**src/rtl/core/olf_pkg.sv**
```systemverilog
`timescale 1ns / 1ps
`default_nettype none
// ----------------------------------------------------------------------------
// olf_pkg: shared types and constants of the six-frame ORF finder
// Codon codes, transaction structs, queue sizes and frame helpers used by
// the front classifier, the item queue, the back tracker and the top level.
// ----------------------------------------------------------------------------
package olf_pkg;

  localparam int unsigned MAX_LEN = 1048576;
  localparam int POS_W   = $clog2(MAX_LEN);
  localparam int LEN_W   = POS_W + 1;
  localparam int BASE_W  = 3;
  localparam int HIST_W  = 2 * BASE_W;
  localparam int CODON_W = 3 * BASE_W;
  localparam int FRAMES  = 3;
  localparam int FRAME_W = 2;

  localparam int QUEUE_DEPTH = 4;
  localparam int QUEUE_AW    = $clog2(QUEUE_DEPTH);
  localparam int RES_DEPTH   = 2;
  localparam int RES_AW      = $clog2(RES_DEPTH);

  // Configuration register indexes.
  localparam int CFG_IDX_W = 1;
  localparam logic [CFG_IDX_W-1:0] REG_STRAND_SPECIFIC = CFG_IDX_W'(0);
  localparam logic [CFG_IDX_W-1:0] REG_MIN_LENGTH      = CFG_IDX_W'(1);
  localparam logic [LEN_W-1:0]     MIN_LENGTH_RESET    = LEN_W'(300);

  // Codons as three 3-bit base codes, first base in the top bits.
  localparam logic [CODON_W-1:0] CODON_ATG = 9'o032;
  localparam logic [CODON_W-1:0] CODON_TAA = 9'o300;
  localparam logic [CODON_W-1:0] CODON_TAG = 9'o302;
  localparam logic [CODON_W-1:0] CODON_TGA = 9'o320;
  localparam logic [CODON_W-1:0] CODON_CAT = 9'o103;
  localparam logic [CODON_W-1:0] CODON_TTA = 9'o330;
  localparam logic [CODON_W-1:0] CODON_CTA = 9'o130;
  localparam logic [CODON_W-1:0] CODON_TCA = 9'o310;

  typedef logic [FRAME_W-1:0] frame_t;

  typedef enum logic [2:0] {
    CLS_NONE,
    CLS_ATG,
    CLS_PLUS_STOP,
    CLS_CAT,
    CLS_MINUS_STOP
  } codon_cls_t;

  typedef struct packed {
    logic [BASE_W-1:0] base;
    logic              last;
  } in_t;

  typedef struct packed {
    logic [POS_W-1:0] orf_start;
    logic [POS_W-1:0] orf_stop;
    logic [LEN_W-1:0] orf_length;
    logic             minus_strand;
    logic             meets_min;
    logic             too_long;
  } out_t;

  typedef struct packed {
    logic             strand_specific;
    logic [LEN_W-1:0] min_length;
  } cfg_t;

  // One classified base as it travels from the front to the back.
  typedef struct packed {
    codon_cls_t       cls;
    logic             last;
    logic             too_long;
    logic [POS_W-1:0] pos;
    logic [POS_W-1:0] start_pos;
    frame_t           plus_frame;
    frame_t           minus_res;
    frame_t           n_mod;
  } item_t;

  function automatic frame_t mod3_inc(input frame_t v);
    return (v == FRAME_W'(2)) ? FRAME_W'(0) : v + FRAME_W'(1);
  endfunction

endpackage
`default_nettype wire

```
**src/rtl/core/olf_front.sv**
```systemverilog
`timescale 1ns / 1ps
`default_nettype none
// ----------------------------------------------------------------------------
// olf_front: base intake and codon classifier
// Keeps the two previous bases, the position and its residue mod 3, and
// turns each accepted base into a classified item for the back end.
// ----------------------------------------------------------------------------
module olf_front (
  input  wire logic          clk,
  input  wire logic          rst,
  input  wire logic          push,
  input  wire olf_pkg::in_t  item,
  input  wire logic          q_full,
  output logic               q_push,
  output olf_pkg::item_t     q_item
);

  logic [olf_pkg::HIST_W-1:0]  recent;
  logic [olf_pkg::LEN_W-1:0]   count;
  olf_pkg::frame_t             count_mod;
  logic                        overflow;

  logic                        accept;
  logic                        ovf_now;
  logic [olf_pkg::CODON_W-1:0] codon;
  olf_pkg::codon_cls_t         cls;

  assign accept = push && !q_full;
  assign q_push = accept;
  assign ovf_now = (count >= olf_pkg::LEN_W'(olf_pkg::MAX_LEN));
  assign codon = {recent, item.base};

  always_comb begin
    cls = olf_pkg::CLS_NONE;
    if (!ovf_now && (count >= olf_pkg::LEN_W'(2))) begin
      case (codon)
        olf_pkg::CODON_ATG: cls = olf_pkg::CLS_ATG;
        olf_pkg::CODON_TAA,
        olf_pkg::CODON_TAG,
        olf_pkg::CODON_TGA: cls = olf_pkg::CLS_PLUS_STOP;
        olf_pkg::CODON_CAT: cls = olf_pkg::CLS_CAT;
        olf_pkg::CODON_TTA,
        olf_pkg::CODON_CTA,
        olf_pkg::CODON_TCA: cls = olf_pkg::CLS_MINUS_STOP;
        default:            cls = olf_pkg::CLS_NONE;
      endcase
    end
  end

  always_comb begin
    q_item.cls        = cls;
    q_item.last       = item.last;
    q_item.too_long   = overflow || ovf_now;
    q_item.pos        = count[olf_pkg::POS_W-1:0];
    q_item.start_pos  = count[olf_pkg::POS_W-1:0] - olf_pkg::POS_W'(2);
    q_item.plus_frame = olf_pkg::mod3_inc(count_mod);
    q_item.minus_res  = count_mod;
    // Sequence length mod 3 after this base; an ignored base leaves it alone.
    q_item.n_mod      = ovf_now ? count_mod : olf_pkg::mod3_inc(count_mod);
  end

  always_ff @(posedge clk) begin
    if (rst) begin
      recent    <= '0;
      count     <= '0;
      count_mod <= '0;
      overflow  <= 1'b0;
    end else if (accept) begin
      if (item.last) begin
        recent    <= '0;
        count     <= '0;
        count_mod <= '0;
        overflow  <= 1'b0;
      end else begin
        overflow <= overflow || ovf_now;
        if (!ovf_now) begin
          recent    <= codon[olf_pkg::HIST_W-1:0];
          count     <= count + olf_pkg::LEN_W'(1);
          count_mod <= olf_pkg::mod3_inc(count_mod);
        end
      end
    end
  end

endmodule
`default_nettype wire

```
**src/rtl/core/olf_queue.sv**
```systemverilog
`timescale 1ns / 1ps
`default_nettype none
// ----------------------------------------------------------------------------
// olf_queue: short item queue between front and back
// A small register queue that decouples the classifier from the trackers.
// ----------------------------------------------------------------------------
module olf_queue (
  input  wire logic            clk,
  input  wire logic            rst,
  input  wire logic            wr_en,
  input  wire olf_pkg::item_t  wr_item,
  output logic                 full,
  input  wire logic            rd_en,
  output olf_pkg::item_t       rd_item,
  output logic                 empty
);

  olf_pkg::item_t                entries [olf_pkg::QUEUE_DEPTH];
  logic [olf_pkg::QUEUE_AW-1:0]  wr_ptr;
  logic [olf_pkg::QUEUE_AW-1:0]  rd_ptr;
  logic [olf_pkg::QUEUE_AW:0]    count;
  logic                          do_wr;
  logic                          do_rd;

  assign full    = (count == (olf_pkg::QUEUE_AW + 1)'(olf_pkg::QUEUE_DEPTH));
  assign empty   = (count == '0);
  assign do_wr   = wr_en && !full;
  assign do_rd   = rd_en && !empty;
  assign rd_item = entries[rd_ptr];

  always_ff @(posedge clk) begin
    if (rst) begin
      wr_ptr <= '0;
      rd_ptr <= '0;
      count  <= '0;
    end else begin
      if (do_wr) begin
        wr_ptr <= wr_ptr + olf_pkg::QUEUE_AW'(1);
      end
      if (do_rd) begin
        rd_ptr <= rd_ptr + olf_pkg::QUEUE_AW'(1);
      end
      if (do_wr && !do_rd) begin
        count <= count + (olf_pkg::QUEUE_AW + 1)'(1);
      end else if (do_rd && !do_wr) begin
        count <= count - (olf_pkg::QUEUE_AW + 1)'(1);
      end
    end
  end

  always_ff @(posedge clk) begin
    if (do_wr) begin
      entries[wr_ptr] <= wr_item;
    end
  end

endmodule
`default_nettype wire

```
**src/rtl/core/olf_back.sv**
```systemverilog
`timescale 1ns / 1ps
`default_nettype none
// ----------------------------------------------------------------------------
// olf_back: per-frame ORF trackers, final selection and result queue
// Updates the three plus frames and three minus residues for each item,
// snapshots the per-frame bests on the last base, picks the answer and
// queues it.
// ----------------------------------------------------------------------------
module olf_back (
  input  wire logic            clk,
  input  wire logic            rst,
  input  wire olf_pkg::cfg_t   cfg,
  input  wire logic            q_empty,
  input  wire olf_pkg::item_t  q_item,
  output logic                 q_pop,
  input  wire logic            res_pop,
  output logic                 res_empty,
  output olf_pkg::out_t        res
);

  localparam int NF = olf_pkg::FRAMES;
  localparam int PW = olf_pkg::POS_W;
  localparam int LW = olf_pkg::LEN_W;

  // Tracker state.
  logic [NF-1:0] plus_open, plus_open_next;
  logic [PW-1:0] plus_open_start [NF];
  logic [PW-1:0] plus_open_start_next [NF];
  logic [LW-1:0] plus_best_len [NF];
  logic [LW-1:0] plus_best_len_next [NF];
  logic [PW-1:0] plus_best_start [NF];
  logic [PW-1:0] plus_best_start_next [NF];
  logic [LW-1:0] plus_cand_len [NF];

  logic [NF-1:0] minus_stop_seen, minus_stop_seen_next;
  logic [NF-1:0] minus_start_seen, minus_start_seen_next;
  logic [NF-1:0] minus_start_seen_eff;
  logic [PW-1:0] minus_stop_pos [NF];
  logic [PW-1:0] minus_stop_pos_next [NF];
  logic [PW-1:0] minus_start_pos [NF];
  logic [PW-1:0] minus_start_pos_next [NF];
  logic [LW-1:0] minus_best_len [NF];
  logic [LW-1:0] minus_best_len_next [NF];
  logic [PW-1:0] minus_best_start [NF];
  logic [PW-1:0] minus_best_start_next [NF];
  logic [LW-1:0] minus_cand_len [NF];

  // Finish stage snapshot.
  logic            fin_valid;
  logic [LW-1:0]   fin_plus_len [NF];
  logic [PW-1:0]   fin_plus_start [NF];
  logic [LW-1:0]   fin_minus_len [NF];
  logic [PW-1:0]   fin_minus_start [NF];
  olf_pkg::frame_t fin_n_mod;
  logic            fin_too_long;

  logic [LW-1:0] ml [NF];
  logic [PW-1:0] ms [NF];
  logic [LW-1:0] sel_len;
  logic [PW-1:0] sel_start;
  logic          sel_minus;
  logic [LW-1:0] stop_wide;
  olf_pkg::out_t fin_res;

  // Result queue.
  olf_pkg::out_t              res_entries [olf_pkg::RES_DEPTH];
  logic [olf_pkg::RES_AW-1:0] res_wr_ptr;
  logic [olf_pkg::RES_AW-1:0] res_rd_ptr;
  logic [olf_pkg::RES_AW:0]   res_count;
  logic                       res_full;
  logic                       res_push;
  logic                       res_take;

  logic stall;
  logic pop_last;

  assign res_full  = (res_count == (olf_pkg::RES_AW + 1)'(olf_pkg::RES_DEPTH));
  assign res_empty = (res_count == '0);
  assign stall     = fin_valid && res_full;
  assign q_pop     = !q_empty && !stall;
  assign pop_last  = q_pop && q_item.last;
  assign res_push  = fin_valid && !res_full;
  assign res_take  = res_pop && !res_empty;
  assign res       = res_entries[res_rd_ptr];

  always_comb begin
    for (int f = 0; f < NF; f++) begin
      // Plus frame f.
      plus_open_next[f]       = plus_open[f];
      plus_open_start_next[f] = plus_open_start[f];
      plus_best_len_next[f]   = plus_best_len[f];
      plus_best_start_next[f] = plus_best_start[f];
      plus_cand_len[f] = {1'b0, q_item.start_pos} - {1'b0, plus_open_start[f]} + LW'(3);
      if (q_pop && (q_item.plus_frame == olf_pkg::FRAME_W'(f))) begin
        case (q_item.cls)
          olf_pkg::CLS_ATG: begin
            if (!plus_open[f]) begin
              plus_open_next[f]       = 1'b1;
              plus_open_start_next[f] = q_item.start_pos;
            end
          end
          olf_pkg::CLS_PLUS_STOP: begin
            if (plus_open[f]) begin
              if (plus_cand_len[f] > plus_best_len[f]) begin
                plus_best_len_next[f]   = plus_cand_len[f];
                plus_best_start_next[f] = plus_open_start[f];
              end
              plus_open_next[f] = 1'b0;
            end
          end
          default: begin
          end
        endcase
      end

      // Minus residue f: a CAT on this base counts before the close.
      minus_start_seen_eff[f]  = minus_start_seen[f];
      minus_start_pos_next[f]  = minus_start_pos[f];
      minus_stop_seen_next[f]  = minus_stop_seen[f];
      minus_stop_pos_next[f]   = minus_stop_pos[f];
      minus_best_len_next[f]   = minus_best_len[f];
      minus_best_start_next[f] = minus_best_start[f];
      if (q_pop && (q_item.minus_res == olf_pkg::FRAME_W'(f)) &&
          (q_item.cls == olf_pkg::CLS_CAT) && minus_stop_seen[f]) begin
        minus_start_seen_eff[f] = 1'b1;
        minus_start_pos_next[f] = q_item.pos;
      end
      minus_cand_len[f] = {1'b0, minus_start_pos_next[f]} - {1'b0, minus_stop_pos[f]}
                          + LW'(3);
      if (pop_last || (q_pop && (q_item.minus_res == olf_pkg::FRAME_W'(f)) &&
                       (q_item.cls == olf_pkg::CLS_MINUS_STOP))) begin
        if (minus_start_seen_eff[f] && minus_stop_seen[f] &&
            (minus_cand_len[f] >= minus_best_len[f])) begin
          minus_best_len_next[f]   = minus_cand_len[f];
          minus_best_start_next[f] = minus_start_pos_next[f];
        end
        minus_start_seen_next[f] = 1'b0;
      end else begin
        minus_start_seen_next[f] = minus_start_seen_eff[f];
      end
      if (q_pop && (q_item.minus_res == olf_pkg::FRAME_W'(f)) &&
          (q_item.cls == olf_pkg::CLS_MINUS_STOP)) begin
        minus_stop_seen_next[f] = 1'b1;
        minus_stop_pos_next[f]  = q_item.pos;
      end
    end
  end

  // Control state and best lengths; everything clears after the last base.
  always_ff @(posedge clk) begin
    if (rst) begin
      plus_open        <= '0;
      minus_stop_seen  <= '0;
      minus_start_seen <= '0;
      for (int f = 0; f < NF; f++) begin
        plus_best_len[f]  <= '0;
        minus_best_len[f] <= '0;
      end
    end else if (q_pop) begin
      if (q_item.last) begin
        plus_open        <= '0;
        minus_stop_seen  <= '0;
        minus_start_seen <= '0;
        for (int f = 0; f < NF; f++) begin
          plus_best_len[f]  <= '0;
          minus_best_len[f] <= '0;
        end
      end else begin
        plus_open        <= plus_open_next;
        minus_stop_seen  <= minus_stop_seen_next;
        minus_start_seen <= minus_start_seen_next;
        for (int f = 0; f < NF; f++) begin
          plus_best_len[f]  <= plus_best_len_next[f];
          minus_best_len[f] <= minus_best_len_next[f];
        end
      end
    end
  end

  always_ff @(posedge clk) begin
    if (q_pop) begin
      for (int f = 0; f < NF; f++) begin
        plus_open_start[f]  <= plus_open_start_next[f];
        plus_best_start[f]  <= plus_best_start_next[f];
        minus_stop_pos[f]   <= minus_stop_pos_next[f];
        minus_start_pos[f]  <= minus_start_pos_next[f];
        minus_best_start[f] <= minus_best_start_next[f];
      end
    end
    if (pop_last) begin
      for (int f = 0; f < NF; f++) begin
        fin_plus_len[f]    <= plus_best_len_next[f];
        fin_plus_start[f]  <= plus_best_start_next[f];
        fin_minus_len[f]   <= minus_best_len_next[f];
        fin_minus_start[f] <= minus_best_start_next[f];
      end
      fin_n_mod    <= q_item.n_mod;
      fin_too_long <= q_item.too_long;
    end
  end

  always_ff @(posedge clk) begin
    if (rst) begin
      fin_valid <= 1'b0;
    end else if (!stall) begin
      fin_valid <= pop_last;
    end
  end

  // Minus frames are numbered from the sequence end: frame k holds the
  // residue (n + 2 - k) mod 3.
  always_comb begin
    case (fin_n_mod)
      olf_pkg::FRAME_W'(1): begin
        ml[0] = fin_minus_len[0]; ms[0] = fin_minus_start[0];
        ml[1] = fin_minus_len[2]; ms[1] = fin_minus_start[2];
        ml[2] = fin_minus_len[1]; ms[2] = fin_minus_start[1];
      end
      olf_pkg::FRAME_W'(2): begin
        ml[0] = fin_minus_len[1]; ms[0] = fin_minus_start[1];
        ml[1] = fin_minus_len[0]; ms[1] = fin_minus_start[0];
        ml[2] = fin_minus_len[2]; ms[2] = fin_minus_start[2];
      end
      default: begin
        ml[0] = fin_minus_len[2]; ms[0] = fin_minus_start[2];
        ml[1] = fin_minus_len[1]; ms[1] = fin_minus_start[1];
        ml[2] = fin_minus_len[0]; ms[2] = fin_minus_start[0];
      end
    endcase
  end

  always_comb begin
    sel_minus = 1'b0;
    if ((fin_plus_len[0] > fin_plus_len[1]) && (fin_plus_len[0] > fin_plus_len[2])) begin
      sel_len   = fin_plus_len[0];
      sel_start = fin_plus_start[0];
    end else if (fin_plus_len[1] > fin_plus_len[2]) begin
      sel_len   = fin_plus_len[1];
      sel_start = fin_plus_start[1];
    end else begin
      sel_len   = fin_plus_len[2];
      sel_start = fin_plus_start[2];
    end
    if (!cfg.strand_specific) begin
      if ((ml[0] > ml[1]) && (ml[0] > ml[2]) && (ml[0] > sel_len)) begin
        sel_len   = ml[0];
        sel_start = ms[0];
        sel_minus = 1'b1;
      end else if ((ml[1] > ml[2]) && (ml[1] > sel_len)) begin
        sel_len   = ml[1];
        sel_start = ms[1];
        sel_minus = 1'b1;
      end else if (ml[2] > sel_len) begin
        sel_len   = ml[2];
        sel_start = ms[2];
        sel_minus = 1'b1;
      end
    end

    if (sel_minus) begin
      stop_wide = {1'b0, sel_start} - sel_len + LW'(1);
    end else begin
      stop_wide = {1'b0, sel_start} + sel_len - LW'(1);
    end

    fin_res.orf_length   = sel_len;
    fin_res.minus_strand = sel_minus;
    fin_res.meets_min    = (sel_len >= cfg.min_length);
    fin_res.too_long     = fin_too_long;
    if (sel_len != '0) begin
      fin_res.orf_start = sel_start;
      fin_res.orf_stop  = stop_wide[PW-1:0];
    end else begin
      fin_res.orf_start = '0;
      fin_res.orf_stop  = '0;
    end
  end

  always_ff @(posedge clk) begin
    if (rst) begin
      res_wr_ptr <= '0;
      res_rd_ptr <= '0;
      res_count  <= '0;
    end else begin
      if (res_push) begin
        res_wr_ptr <= res_wr_ptr + olf_pkg::RES_AW'(1);
      end
      if (res_take) begin
        res_rd_ptr <= res_rd_ptr + olf_pkg::RES_AW'(1);
      end
      if (res_push && !res_take) begin
        res_count <= res_count + (olf_pkg::RES_AW + 1)'(1);
      end else if (res_take && !res_push) begin
        res_count <= res_count - (olf_pkg::RES_AW + 1)'(1);
      end
    end
  end

  always_ff @(posedge clk) begin
    if (res_push) begin
      res_entries[res_wr_ptr] <= fin_res;
    end
  end

endmodule
`default_nettype wire

```
**src/rtl/core/longest_orf_six_frame_finder.sv**
```systemverilog
`timescale 1ns / 1ps
`default_nettype none
// ----------------------------------------------------------------------------
// longest_orf_six_frame_finder: streaming six-frame longest ORF search
// Top level: configuration registers, classifier front, item queue and the
// tracker back end with its result queue.
// ----------------------------------------------------------------------------
// Usage: nucleotides enter one per transaction on the input queue port
// (push/full, payload item.base and item.last). The transaction that carries
// last ends the sequence and causes exactly one result transaction on the
// output queue port (empty/pop, payload result) with the longest
// stop-terminated ORF over both strands, or over the plus strand alone
// when strand_specific is set; all other bases cause none.
// The block takes one base per cycle for as long as the consumer keeps up.
// A result passes the item queue and the finish stage, which picks the
// frame, before it shows on the output. The trackers update on each base
// and clear on the last one, so a new sequence can follow it directly.
// If the consumer stops popping, the two-entry result queue fills, the
// finish stage holds, the back end stops draining the four-entry item
// queue, and full rises once that queue is full; no result is ever dropped.
// Configuration (strand_specific, min_length) is written through cfg_valid/
// cfg_ready, which is always ready, and should only change while idle.
// Reset empties all queues, clears the tracker flags and best lengths and
// loads strand_specific 0 and min_length 300.
// ----------------------------------------------------------------------------
module longest_orf_six_frame_finder (
  input  wire logic                            clk,
  input  wire logic                            rst,
  input  wire logic                            push,
  input  wire olf_pkg::in_t                    item,
  output logic                                 full,
  input  wire logic                            pop,
  output olf_pkg::out_t                        result,
  output logic                                 empty,
  input  wire logic                            cfg_valid,
  output logic                                 cfg_ready,
  input  wire logic [olf_pkg::CFG_IDX_W-1:0]   cfg_index,
  input  wire logic [olf_pkg::LEN_W-1:0]       cfg_data
);

  olf_pkg::cfg_t  cfg;
  logic           q_push;
  olf_pkg::item_t q_wr_item;
  logic           q_full;
  logic           q_pop;
  olf_pkg::item_t q_rd_item;
  logic           q_empty;

  // The register file never stalls a configuration transaction.
  assign cfg_ready = 1'b1;
  assign full      = q_full;

  always_ff @(posedge clk) begin
    if (rst) begin
      cfg.strand_specific <= 1'b0;
      cfg.min_length      <= olf_pkg::MIN_LENGTH_RESET;
    end else if (cfg_valid && cfg_ready) begin
      case (cfg_index)
        olf_pkg::REG_STRAND_SPECIFIC: cfg.strand_specific <= cfg_data[0];
        olf_pkg::REG_MIN_LENGTH:      cfg.min_length      <= cfg_data;
        default: begin
        end
      endcase
    end
  end

  // Front: tracks position and the last two bases, classifies each codon.
  olf_front u_front (
    .clk    (clk),
    .rst    (rst),
    .push   (push),
    .item   (item),
    .q_full (q_full),
    .q_push (q_push),
    .q_item (q_wr_item)
  );

  olf_queue u_queue (
    .clk     (clk),
    .rst     (rst),
    .wr_en   (q_push),
    .wr_item (q_wr_item),
    .full    (q_full),
    .rd_en   (q_pop),
    .rd_item (q_rd_item),
    .empty   (q_empty)
  );

  // Back: per-frame trackers, frame selection and the result queue.
  olf_back u_back (
    .clk       (clk),
    .rst       (rst),
    .cfg       (cfg),
    .q_empty   (q_empty),
    .q_item    (q_rd_item),
    .q_pop     (q_pop),
    .res_pop   (pop),
    .res_empty (empty),
    .res       (result)
  );

`ifndef SYNTH
  // The result queue comes out of reset empty.
  assert property (@(posedge clk) rst |=> empty)
    else $error("result queue not empty after reset");

  // Input back-pressure only comes from a filled item queue.
  assert property (@(posedge clk) disable iff (rst) full |-> !q_empty)
    else $error("full raised while the item queue is empty");

  // A minus-strand answer always has a real ORF behind it.
  assert property (@(posedge clk) disable iff (rst)
    (!empty && result.minus_strand) |-> (result.orf_length != '0))
    else $error("minus strand flagged on an empty result");

  // No ORF means zero coordinates.
  assert property (@(posedge clk) disable iff (rst)
    (!empty && (result.orf_length == '0)) |->
      ((result.orf_start == '0) && (result.orf_stop == '0)))
    else $error("nonzero coordinates on an empty result");
`endif

endmodule
`default_nettype wire

```
**config.mk**
```make
export PLATFORM = sky130hd
export DESIGN_NAME = longest_orf_six_frame_finder
export DESIGN_NICKNAME = d
export VERILOG_FILES = /design/src/rtl/core/olf_pkg.sv /design/src/rtl/core/olf_front.sv /design/src/rtl/core/olf_queue.sv /design/src/rtl/core/olf_back.sv /design/src/rtl/core/longest_orf_six_frame_finder.sv
export SDC_FILE = /design/constraint.sdc
export NUM_CORES = 2
export LEC_CHECK = 0
export BUFFER_PORTS_ARGS = -buffer_cell sky130_fd_sc_hd__buf_2
export CAP_MARGIN = 30
export CELL_PAD_IN_SITES_DETAIL_PLACEMENT = 1
export CELL_PAD_IN_SITES_GLOBAL_PLACEMENT = 1
export CORE_MARGIN = 5
export CORE_UTILIZATION = 53
export DETAILED_ROUTE_END_ITERATION = 12
export PLACE_DENSITY_LB_ADDON = 0.1
export SYNTH_ARGS = -nofsm -noshare
export SYNTH_HDL_FRONTEND = slang
export SYNTH_HIERARCHICAL = 1
export SYNTH_SLANG_ARGS = --single-unit
```
**constraint.sdc**
```tcl
create_clock -name clk -period 13.9 [get_ports clk]
set_input_delay 2.78 -clock clk [delete_from_list [all_inputs] [get_ports clk]]
set_output_delay 2.78 -clock clk [all_outputs]
set_load 0.02 [all_outputs]
```
==> run summary <==
outcome: completed
filler instances: 12299
total track usage: 0.309
htree depth: 3
CP Class: register to register
largest area contributor in the netlist: edfxtp_1
Core ar.: 119000 um^2
Post-Syn Area: 63500 um^2
Mapped Avg Cell Area: 11.7 um^2
via count: 45243
WP buf/inv: 5
async set or reset register ratio after synthesis: 0
row cnt: 127
largest net degree at the start of global routing: 77
Ports: 98
Mapped Nets: 6137
final setup violation count: 0
share of cells above drive strength 1: 0.149
Residual DRC: 0
CTS Sinks: 1083
initial DRC count: 4155
DPL Wire Length: 149 mm
Startpoint Class: register
Tcrit/Tclk final: 0.814
initial antenna violation count: 15
Fmax: 88.4 MHz
Seq. cell area: 31800 um^2
die height: 356 um
post-CTS setup buffer count: 0
synth cell count leaders: edfxtp_1, ha_1, inv_1
cts bufs inserted: 118
FF+latch count, synth: 1083
post-layout net count: 6228
RSZ-0062 raised after global routing: no
HP Class: register to register
port buffer count: 96
wire per inst: 27.4 um
top post-synthesis cells by area: edfxtp_1, ha_1, mux2_2
footprint of the multi-input gates: 28700 um^2
first-pass GRT wire length: 296 mm
Critical Path End Type: register
drt pass-1 iters: 5
GP Congestion: 0.935
Resized cells post-CTS: 0
worst-skew pair later-pin latency: 0.75 ns
Slew Limit Fails: 0
pre-CTS setup slack: 2.73 ns
Crit path max-delay family: compound AO/OA/AOI/OAI gates
register area share after synthesis: 0.500
min cycle time layout: 11.32 ns
Worst Skew: 0.0321 ns
Slew headroom: 0.242
vias per cell: 6.24
Reg2Reg Setup Slack: 2.58 ns
Root Driver: clkbuf_16
CTS tree: yes
Longest Clk Path Bufs: 3
worst-path maximum fanout: 75
Area Overhead vs Synth: 10.1%
Post-synth top flop: edfxtp_1
EDFF count, synth: 1007
Critical-path top delay cell: o31ai_1
Post-Route WL: 199 mm
maxcap violations: 0
area share of the largest cell type after synthesis: 0.476
Clock transition at path regs: 0.06 ns
Layout Cells excl Fill: 7251
total gr overflow: 0
unique cell type count in the Yosys netlist: 95
Hold-fix buffers, CTS: 0
die area: 127000 um^2
Ys Warns: 6
placed insts: 7022
worst slew pin tran: 1.13 ns
Final Hold Fails: 0
Die W: 356 um
cell with the most instances after synthesis: edfxtp_1
slowest stage delay, CP: 0.93 ns
Starting Density: 0.531
Setup WS post-layout: 2.58 ns
final setup TNS: 0 ns
critical path's most frequent cell: o21ai_0
Routed Antenna Nets: 0
vias in the first global route: 45842
Mapped Cells: 5444
WP data required: 14.45 ns
Critical Path AT: 11.87 ns
stage by stage:
step                      utilization  cell area (um^2)  hold WS [ns]
after floorplan                     -             63500         0.421
after global placement          0.550             65700         0.427
after detailed placement        0.551             65900         0.434
after CTS                       0.585             69900         0.446
after global routing            0.585             69900         0.460
final                           0.585             69900         0.443
path summary, 6_finish.rpt:
check | cells past startpoint | startpoint | endpoint
max | 35 | u_back/fin_n_mod[1] | u_back/res_entries[0][43]
min | 0 | u_back/fin_too_long | u_back/res_entries[1][0]
max reg2reg | 35 | u_back/fin_n_mod[1] | u_back/res_entries[0][43]
min reg2reg | 0 | u_back/fin_too_long | u_back/res_entries[1][0]
per-layer routing:
layer | vias to the layer above | routed length [um] | track usage
met5 | - | 0 | 0
li1 | 20487 | - | -
met2 | 1468 | 93000 | 0.505
met1 | 23010 | 86400 | 0.434
met3 | 278 | 13200 | 0.0434
met4 | 0 | 5980 | 0.0894
layout by cell type, fill, tap and decap left out, drive strengths merged, types with 49 or more instances in the layout:
cell and count:
inv 543, mux4 51, nand3 76, o21ai 289, clkbuf 148, nor3 86, a211oi 57, xnor2 97
a21o 80, nand2 310, buf 211, a22oi 78, and2 135, edfxtp 1007, a21oi 246, a31oi 64
ha 653, mux2 305, dfxtp 76, nand4 67, nor2 247, nor2b 51, o21a 63, o211ai 49
state kept, by name (all words and copies together) (netlist names), 21 cells and up, named ones only:
| name | cells |
|---|---|
| u_back/fin_plus_start | 60 |
| u_front/count | 21 |
| u_back/plus_best_start | 60 |
| u_back/res_entries | 128 |
| u_back/minus_best_start | 60 |
| u_queue/entries | 204 |
| u_back/minus_stop_pos | 60 |
| u_back/fin_plus_len | 63 |
| u_back/minus_best_len | 63 |
| cfg | 22 |
| u_back/minus_start_pos | 60 |
| u_back/fin_minus_start | 60 |
| u_back/plus_best_len | 63 |
| u_back/fin_minus_len | 63 |
| u_back/plus_open_start | 60 |
cells by family (layout without fill, tap and decap cells):
family | count (synthesis) | count (layout) | synth area share
compound gates | 1207 | 1207 | 0.127
flops | 1083 | 1083 | 0.500
fa+ha+maj | 662 | 662 | 0.131
mux | 398 | 398 | 0.0788
buf+inv | 779 | 973 | 0.0501
simple gates | 1173 | 1173 | 0.0931
xor+xnor | 141 | 141 | 0.0197
other cells | 1 | 2 | 0.0000590
layout make-up:
type | count | area share
timing repair buffer | 211 | 0.0195
clock inverter | 75 | 0.0133
clock buffer | 148 | 0.0440
multi-input combinational | 3582 | 0.411
tap | 1612 | 0.0288
inverter | 539 | 0.0291
antenna | 1 | 0.0000358
sequential | 1083 | 0.454
Power is not shown: default switching activity piles up to over one toggle a cycle in this logic, so the estimate is an artifact.
